`src/hw/rtl/edtp_pkg.sv`:
```
// edtp_pkg: types and constants shared by the earliest-deadline task picker
// no dependencies; compiled first
`default_nettype none

package edtp_pkg;

    localparam int TASK_MAX     = 8;
    localparam int TASK_COUNT_D = 8;
    localparam int TASK_IDX_W   = 3;
    localparam int MASK_W       = 8;
    localparam int TIME_W       = 40;
    localparam int PERIOD_W     = 24;
    localparam int CFG_IDX_W    = 3;
    localparam int CFG_DATA_W   = 24;

    localparam logic [PERIOD_W-1:0] PERIOD_RESET = 24'd1000;

    typedef logic [TIME_W-1:0]   time_t;
    typedef logic [PERIOD_W-1:0] period_t;

    // result of one pass through the shared add/compare unit
    typedef struct packed {
        time_t deadline;
        logic  take;
    } cmp_res_t;

    typedef enum logic [1:0] {
        ST_IDLE,
        ST_SCAN,
        ST_WRITE
    } state_t;

endpackage

`default_nettype wire

```
`src/hw/rtl/edtp_req_if.sv`:
```
// edtp_req_if: request channel carrying the live-task mask
// depends on edtp_pkg
`default_nettype none

interface edtp_req_if;
    import edtp_pkg::*;

    logic              valid;
    logic              ready;
    logic [MASK_W-1:0] alive_mask;

    modport source (output valid, output alive_mask, input ready);
    modport sink (input valid, input alive_mask, output ready);

endinterface

`default_nettype wire

```
`src/hw/rtl/edtp_rsp_if.sv`:
```
// edtp_rsp_if: result channel carrying the chosen task and its deadline
// depends on edtp_pkg
`default_nettype none

interface edtp_rsp_if;
    import edtp_pkg::*;

    logic                  valid;
    logic                  ready;
    logic [TASK_IDX_W-1:0] chosen_task;
    logic                  none_alive;
    logic [TIME_W-1:0]     chosen_deadline;

    modport source (output valid, output chosen_task, output none_alive,
                    output chosen_deadline, input ready);
    modport sink (input valid, input chosen_task, input none_alive,
                  input chosen_deadline, output ready);

endinterface

`default_nettype wire

```
`src/hw/rtl/edtp_cfg_regs.sv`:
```
// edtp_cfg_regs: per-task period registers with a write port and one read port
// depends on edtp_pkg
`default_nettype none

module edtp_cfg_regs #(
    parameter int TASK_COUNT = edtp_pkg::TASK_COUNT_D,
    parameter int TASK_W     = $clog2(TASK_COUNT)
) (
    input  wire logic                            clk,
    input  wire logic                            rst_n,
    input  wire logic                            cfg_we,
    input  wire logic [edtp_pkg::CFG_IDX_W-1:0]  cfg_idx,
    input  wire logic [edtp_pkg::CFG_DATA_W-1:0] cfg_data,
    input  wire logic [TASK_W-1:0]               rd_idx,
    output edtp_pkg::period_t                    rd_period
);
    import edtp_pkg::*;

    period_t period_reg [TASK_COUNT];
    logic    hit;

    // writes to indexes past the task count are dropped
    assign hit = cfg_we && ({1'b0, cfg_idx} < (CFG_IDX_W + 1)'(TASK_COUNT));

    always_ff @(posedge clk or negedge rst_n)
    begin
        if (!rst_n)
        begin
            for (int i = 0; i < TASK_COUNT; i++)
            begin
                period_reg[i] <= PERIOD_RESET;
            end
        end
        else if (hit)
        begin
            period_reg[cfg_idx[TASK_W-1:0]] <= cfg_data[PERIOD_W-1:0];
        end
    end

    assign rd_period = period_reg[rd_idx];

endmodule

`default_nettype wire

```
`src/hw/rtl/edtp_cmp_unit.sv`:
```
// edtp_cmp_unit: shared deadline adder and comparator, used once per scan step
// depends on edtp_pkg
`default_nettype none

module edtp_cmp_unit (
    input  wire edtp_pkg::time_t   release_t,
    input  wire edtp_pkg::period_t period,
    input  wire edtp_pkg::time_t   best_d,
    input  wire logic              found,
    input  wire logic              is_last,
    output edtp_pkg::cmp_res_t     res
);
    import edtp_pkg::*;

    time_t d;

    // wraps modulo 2^40
    assign d = release_t + TIME_W'(period);

    assign res.deadline = d;
    // previous winner keeps a tie, otherwise the earlier index stays
    assign res.take = !found || (d < best_d) || ((d == best_d) && is_last);

endmodule

`default_nettype wire

```
`src/hw/rtl/earliest_deadline_task_picker_top.sv`:
```
// earliest_deadline_task_picker_top: sequencer, release-time table, result register
// depends on edtp_pkg, edtp_req_if, edtp_rsp_if, edtp_cfg_regs, edtp_cmp_unit
//
// usage: a request item carries alive_mask, one bit per task. the block scans
// tasks 0 .. TASK_COUNT-1, one per cycle through a single 40-bit adder and
// comparator, and picks the live task with the smallest release+period
// deadline (the previous winner keeps ties, then the lowest index). the
// result item gives that task and its deadline; the task's release time then
// moves up by one period. with no live task, none_alive is set, chosen_task
// repeats the previous choice, the deadline reads zero and no state changes.
// after a request is accepted the block scans every task, then loads the result
// register in the write state. req.ready is high only while idle, so a new
// request waits until the previous result is loaded. if the receiver stalls,
// the result waits in the output register and the next finished scan holds until
// it is taken. reset clears all release times to zero, the last choice to task 0
// and the periods to 1000. the user must write periods only while idle, through
// cfg_we/cfg_idx/cfg_data; the block itself does not enforce this.
`default_nettype none

module earliest_deadline_task_picker_top #(
    parameter int TASK_COUNT = edtp_pkg::TASK_COUNT_D
) (
    input  wire logic                            clk,
    input  wire logic                            rst_n,
    edtp_req_if.sink                             req,
    edtp_rsp_if.source                           rsp,
    input  wire logic                            cfg_we,
    input  wire logic [edtp_pkg::CFG_IDX_W-1:0]  cfg_idx,
    input  wire logic [edtp_pkg::CFG_DATA_W-1:0] cfg_data
);
    import edtp_pkg::*;

    localparam int TASK_W = $clog2(TASK_COUNT);

    state_t              state_reg, state_next;
    logic [TASK_W-1:0]   idx_reg;
    logic [TASK_COUNT-1:0] mask_reg;
    logic                found_reg;
    time_t               best_d_reg;
    logic [TASK_W-1:0]   best_t_reg;
    logic [TASK_W-1:0]   last_reg;
    time_t               rel_reg [TASK_COUNT];

    logic                out_valid_reg;
    logic [TASK_IDX_W-1:0] out_task_reg;
    logic                out_none_reg;
    time_t               out_d_reg;

    period_t             period;
    cmp_res_t            cmp;
    logic                accept;
    logic                step_take;
    logic                scan_end;
    logic                out_free;
    logic                commit;

    edtp_cfg_regs #(
        .TASK_COUNT (TASK_COUNT),
        .TASK_W     (TASK_W)
    ) u_cfg (
        .clk       (clk),
        .rst_n     (rst_n),
        .cfg_we    (cfg_we),
        .cfg_idx   (cfg_idx),
        .cfg_data  (cfg_data),
        .rd_idx    (idx_reg),
        .rd_period (period)
    );

    edtp_cmp_unit u_cmp (
        .release_t (rel_reg[idx_reg]),
        .period    (period),
        .best_d    (best_d_reg),
        .found     (found_reg),
        .is_last   (idx_reg == last_reg),
        .res       (cmp)
    );

    assign scan_end  = (idx_reg == TASK_W'(TASK_COUNT - 1));
    assign out_free  = !out_valid_reg || rsp.ready;
    assign step_take = (state_reg == ST_SCAN) && mask_reg[idx_reg] && cmp.take;

    always_comb
    begin
        state_next = state_reg;
        case (state_reg)
            ST_IDLE:
            begin
                if (req.valid)
                begin
                    state_next = ST_SCAN;
                end
            end
            ST_SCAN:
            begin
                if (scan_end)
                begin
                    state_next = ST_WRITE;
                end
            end
            ST_WRITE:
            begin
                if (out_free)
                begin
                    state_next = ST_IDLE;
                end
            end
            default:
            begin
                state_next = ST_IDLE;
            end
        endcase
    end

    always_comb
    begin
        req.ready = 1'b0;
        commit    = 1'b0;
        case (state_reg)
            ST_IDLE:  req.ready = 1'b1;
            ST_SCAN:  commit = 1'b0;
            ST_WRITE: commit = out_free;
            default:  req.ready = 1'b0;
        endcase
    end

    assign accept = req.valid && req.ready;

    always_ff @(posedge clk or negedge rst_n)
    begin
        if (!rst_n)
        begin
            state_reg     <= ST_IDLE;
            out_valid_reg <= 1'b0;
            last_reg      <= '0;
            idx_reg       <= '0;
            found_reg     <= 1'b0;
            for (int i = 0; i < TASK_COUNT; i++)
            begin
                rel_reg[i] <= '0;
            end
        end
        else
        begin
            state_reg <= state_next;

            if (accept)
            begin
                idx_reg   <= '0;
                found_reg <= 1'b0;
            end
            else if ((state_reg == ST_SCAN) && !scan_end)
            begin
                idx_reg <= idx_reg + 1'b1;
            end

            if (step_take)
            begin
                found_reg <= 1'b1;
            end

            if (commit)
            begin
                out_valid_reg <= 1'b1;
                if (found_reg)
                begin
                    rel_reg[best_t_reg] <= best_d_reg;
                    last_reg            <= best_t_reg;
                end
            end
            else if (rsp.ready)
            begin
                out_valid_reg <= 1'b0;
            end
        end
    end

    // payload registers
    always_ff @(posedge clk)
    begin
        if (accept)
        begin
            mask_reg <= req.alive_mask[TASK_COUNT-1:0];
        end
        if (step_take)
        begin
            best_d_reg <= cmp.deadline;
            best_t_reg <= idx_reg;
        end
        if (commit)
        begin
            if (found_reg)
            begin
                out_task_reg <= TASK_IDX_W'(best_t_reg);
                out_none_reg <= 1'b0;
                out_d_reg    <= best_d_reg;
            end
            else
            begin
                out_task_reg <= TASK_IDX_W'(last_reg);
                out_none_reg <= 1'b1;
                out_d_reg    <= '0;
            end
        end
    end

    assign rsp.valid           = out_valid_reg;
    assign rsp.chosen_task     = out_task_reg;
    assign rsp.none_alive      = out_none_reg;
    assign rsp.chosen_deadline = out_d_reg;

endmodule

`default_nettype wire
```
`src/flat_wrapper.sv`:
```
// flat-port wrapper written by rule: the top's interface ports become plain ports
module earliest_deadline_task_picker_top_flat import edtp_pkg::*;
#(
    parameter int TASK_COUNT = edtp_pkg::TASK_COUNT_D
)
  (clk, rst_n, cfg_we, cfg_idx, cfg_data, req_valid, req_alive_mask, req_ready, rsp_valid, rsp_chosen_task, rsp_none_alive, rsp_chosen_deadline, rsp_ready);
  edtp_req_if req_i ();
  edtp_rsp_if rsp_i ();
  input  wire logic clk;
  input  wire logic rst_n;
  input  wire logic cfg_we;
  input  wire logic [edtp_pkg::CFG_IDX_W-1:0] cfg_idx;
  input  wire logic [edtp_pkg::CFG_DATA_W-1:0] cfg_data;
  input wire logic [$bits(req_i.valid)-1:0] req_valid;
  input wire logic [$bits(req_i.alive_mask)-1:0] req_alive_mask;
  output wire logic [$bits(req_i.ready)-1:0] req_ready;
  output wire logic [$bits(rsp_i.valid)-1:0] rsp_valid;
  output wire logic [$bits(rsp_i.chosen_task)-1:0] rsp_chosen_task;
  output wire logic [$bits(rsp_i.none_alive)-1:0] rsp_none_alive;
  output wire logic [$bits(rsp_i.chosen_deadline)-1:0] rsp_chosen_deadline;
  input wire logic [$bits(rsp_i.ready)-1:0] rsp_ready;
  assign req_i.valid = req_valid;
  assign req_i.alive_mask = req_alive_mask;
  assign req_ready = req_i.ready;
  assign rsp_valid = rsp_i.valid;
  assign rsp_chosen_task = rsp_i.chosen_task;
  assign rsp_none_alive = rsp_i.none_alive;
  assign rsp_chosen_deadline = rsp_i.chosen_deadline;
  assign rsp_i.ready = rsp_ready;
  earliest_deadline_task_picker_top #(.TASK_COUNT(TASK_COUNT)) u_core (.clk(clk), .rst_n(rst_n), .req(req_i), .rsp(rsp_i), .cfg_we(cfg_we), .cfg_idx(cfg_idx), .cfg_data(cfg_data));
endmodule
```
`config.mk`:
```
export PLATFORM = sky130hd
export DESIGN_NAME = earliest_deadline_task_picker_top_flat
export DESIGN_NICKNAME = d
export VERILOG_FILES = /design/src/hw/rtl/edtp_pkg.sv /design/src/hw/rtl/edtp_req_if.sv /design/src/hw/rtl/edtp_rsp_if.sv /design/src/hw/rtl/edtp_cfg_regs.sv /design/src/hw/rtl/edtp_cmp_unit.sv /design/src/hw/rtl/earliest_deadline_task_picker_top.sv /design/src/flat_wrapper.sv
export SDC_FILE = /design/constraint.sdc
export NUM_CORES = 1
export LEC_CHECK = 0
export ABC_AREA = 1
export BUFFER_PORTS_ARGS = -buffer_cell sky130_fd_sc_hd__clkbuf_2
export CELL_PAD_IN_SITES_DETAIL_PLACEMENT = 1
export CELL_PAD_IN_SITES_GLOBAL_PLACEMENT = 1
export CORE_MARGIN = 1.5
export CORE_UTILIZATION = 37
export CTS_BUF_LIST = sky130_fd_sc_hd__clkbuf_2
export DETAILED_ROUTE_END_ITERATION = 10
export GPL_TIMING_DRIVEN = 0
export MAX_ROUTING_LAYER = met4
export PLACE_DENSITY_LB_ADDON = 0.1
export SETUP_SLACK_MARGIN = 0.15
export SYNTH_ARGS = -nofsm -noshare
export SYNTH_HDL_FRONTEND = slang
export SYNTH_HIERARCHICAL = 1
export SYNTH_SLANG_ARGS = --single-unit
```
`constraint.sdc`:
```
create_clock -name clk -period 8.3 [get_ports clk]
set_input_delay 1.66 -clock clk [delete_from_list [all_inputs] [get_ports clk]]
set_output_delay 1.66 -clock clk [all_outputs]
set_load 0.02 [all_outputs]
```
==> metrics.csv <==
metric;value;unit
io-pin-count;86;
coreArea;0.08237;sq mm
min-delay-path-class;in2async;
worstPathRequired;9370;ps
post_dp_cell_area;0.03291;sq mm
die_x;292.2;microns
hold_viol_final;0;
status;finished, final reports clean;
dieHeight;292.2;microns
slew_viol_final;0;
yosysMostFrequentCell;nand2_1;
start_util;37.56;%
path_max_fanout;25;
rows;105;
grt_first_pass_wirelength;173.9;mm
drc;0;
yosysTopAreaCell;dfrtp_1;
dr.pass1.iters;7;
nets;4332;
synth-seq-cells;617;
gp_congestion;0.8911;
rsz0062_at_grt;no;
synth_edf_count;95;
worstPathArrival;8820;ps
vdd_drop_max;0.1503;mV
skew;99.32;ps
max_cap_viol_count;0;
clock_tree.root_cell;clkbuf_2;
num_vias;27590;
via_per_inst;5.077;
fin_cells;5435;
clk_pin_slew_worst_paths;120;ps
cts-buffers-inserted;174;
critical_path_class;reg2reg;
setup_violations;0;
relSlewSlack;30.71;%
clock_sinks;617;
synth.area.top_cells;dfrtp_1 (38%), nand2_1 (15%), o21ai_0 (12%);
ant_nets;0;
place_hpwl;83.21;mm
tightest_slew;1031;ps
drtIter0Drc;1587;
hold_buffers;0;
io_buffers;85;
netlist_area;0.03094;sq mm
p_leak;17.53;nW
cts_tree;done;
grt_pass1_vias;28400;
max_freq;0.1291;GHz
grt_start_max_net_pins;102;
post_cts_buffers;0;
power_density;403.5;mW/mm^2
largest_reg_flops;320;
yosysSeqAreaShare;51.64;%
async_flop_share;84.60;%
rr_worst_depth;33;
dp.cells;5119;
postSynthAreaPerCell;7.820;sq um
drt_wl_total;114.0;mm
h-tree-depth;4;
stdcell_area;0.03447;sq mm
min_period;7746;ps
insertion_delay;1460;ps
syn_to_final_growth;11.43;%
synth_ff_type;dfrtp_1;
critPathLaunchType;register;
synth_top_area_share;38.34;%
cp-end-kind;register;
syn-num-nets;4063;
track_usage;27.96;%
yosys-top-cells-count;nand2_1 (1242), o21ai_0 (717), inv_1 (501);
clockBufferDepth;3;
drive_gt1_share;12.10;%
crit_slowest_cell;clkbuf_1;
max_stage_delay;720;ps
fin_crit_sh;93.32;%
power;13.91;mW
global_route.overflow_total;0;
fin_util;41.85;%
ys.warnings.count;6;
synth.distinct_cells;38;
synth_cells;3956;
wl_per_cell;20.97;microns
ctsResizeCount;0;
crit_top_cell;nand2_1;
grt_antenna_before_repair;4;
dieArea;0.08536;sq mm
## layer usage
layer | vias up | wire (microns) | global-route usage, %
li1 | 13160 | - | -
met1 | 13680 | 52660 | 36.56
met2 | 575 | 52700 | 43.73
met3 | 176 | 4982 | 4.422
met4 | 0 | 3618 | 10.49
met5 | - | 0 | -
## layout make-up
type | instances | area (sq um)
antenna | 9 | 22.52
buffer | 208 | 1008
clock buffer | 267 | 1336
clock inverter | 40 | 200.2
fill | 10380 | 47900
inverter | 504 | 1892
multi-input combinational | 2627 | 12070
sequential | 617 | 15980
tap | 1070 | 1339
timing repair buffer | 93 | 631.9
## stage by stage
| step | hold WS, ps | setup slack, ps | TNS, ps |
|---|---|---|---|
| after detailed placement | 467.4 | 640.8 | 0 |
| final | 323.0 | 554.2 | 0 |
| after CTS | 182.2 | 496.1 | 0 |
| after floorplan | 447.8 | 3086 | 0 |
| after global routing | 217.6 | 330.8 | 0 |
| after global placement | 458.7 | -7688 | -3753500 |
## report_power, final
group          leakage [nW]  switching, mW  internal (mW)
Combinational          8.75           5.17           2.06
Clock                  1.21           1.37          0.882
Sequential             7.57          0.450           3.98
## cell usage in the layout (no fill, tap or decap), types with 55 or more instances in the layout
cell      instances
nand3_1         143
o21ai_0         717
o21ai_1          55
nand2_1        1242
dfrtp_1         474
ha_1             66
clkbuf_1        129
inv_1           500
edfxtp_1         95
clkbuf_2        352
a21oi_1          77
nor2_1          232
## critical path: cells and delay by family (launching register included)
kind            cells  cell delay (ps)
fa+ha+maj           3              910
flops               1              600
compound gates      3              600
buf+inv             8             2320
simple gates       19             2870
## path summary, 6_finish.rpt
check | to | slack (ps) | from
max | u_core/best_d_reg[8]$_DFFE_PP_ | 550 | u_core/idx_reg[1]$_DFFE_PN0P_
min | u_core/rel_reg[254]$_DFFE_PN0P_ | 320 | rst_n
max reg2reg | u_core/best_d_reg[8]$_DFFE_PP_ | 550 | u_core/idx_reg[1]$_DFFE_PN0P_
min reg2reg | u_core/rel_reg[208]$_DFFE_PN0P_ | 480 | u_core/rel_reg[208]$_DFFE_PN0P_
max in group asynchronous | u_core/rel_reg[235]$_DFFE_PN0P_ | 6520 | rst_n
min in group clk | u_core/mask_reg[5]$_DFFE_PP_ | 400 | req_alive_mask[5]
## cell families after synthesis
family / count (synthesis) / share of synthesized area, %
xor gates and xnor gates: 25 / 0.7078
AOI/OAI and AO/OA: 864 / 14.10
adders and majority gates: 67 / 2.734
and+or+nand+nor: 1671 / 21.47
DFF: 617 / 51.64
buffers and inverters: 712 / 9.350
No activity file was read; power rests on OpenSTA's default activity.
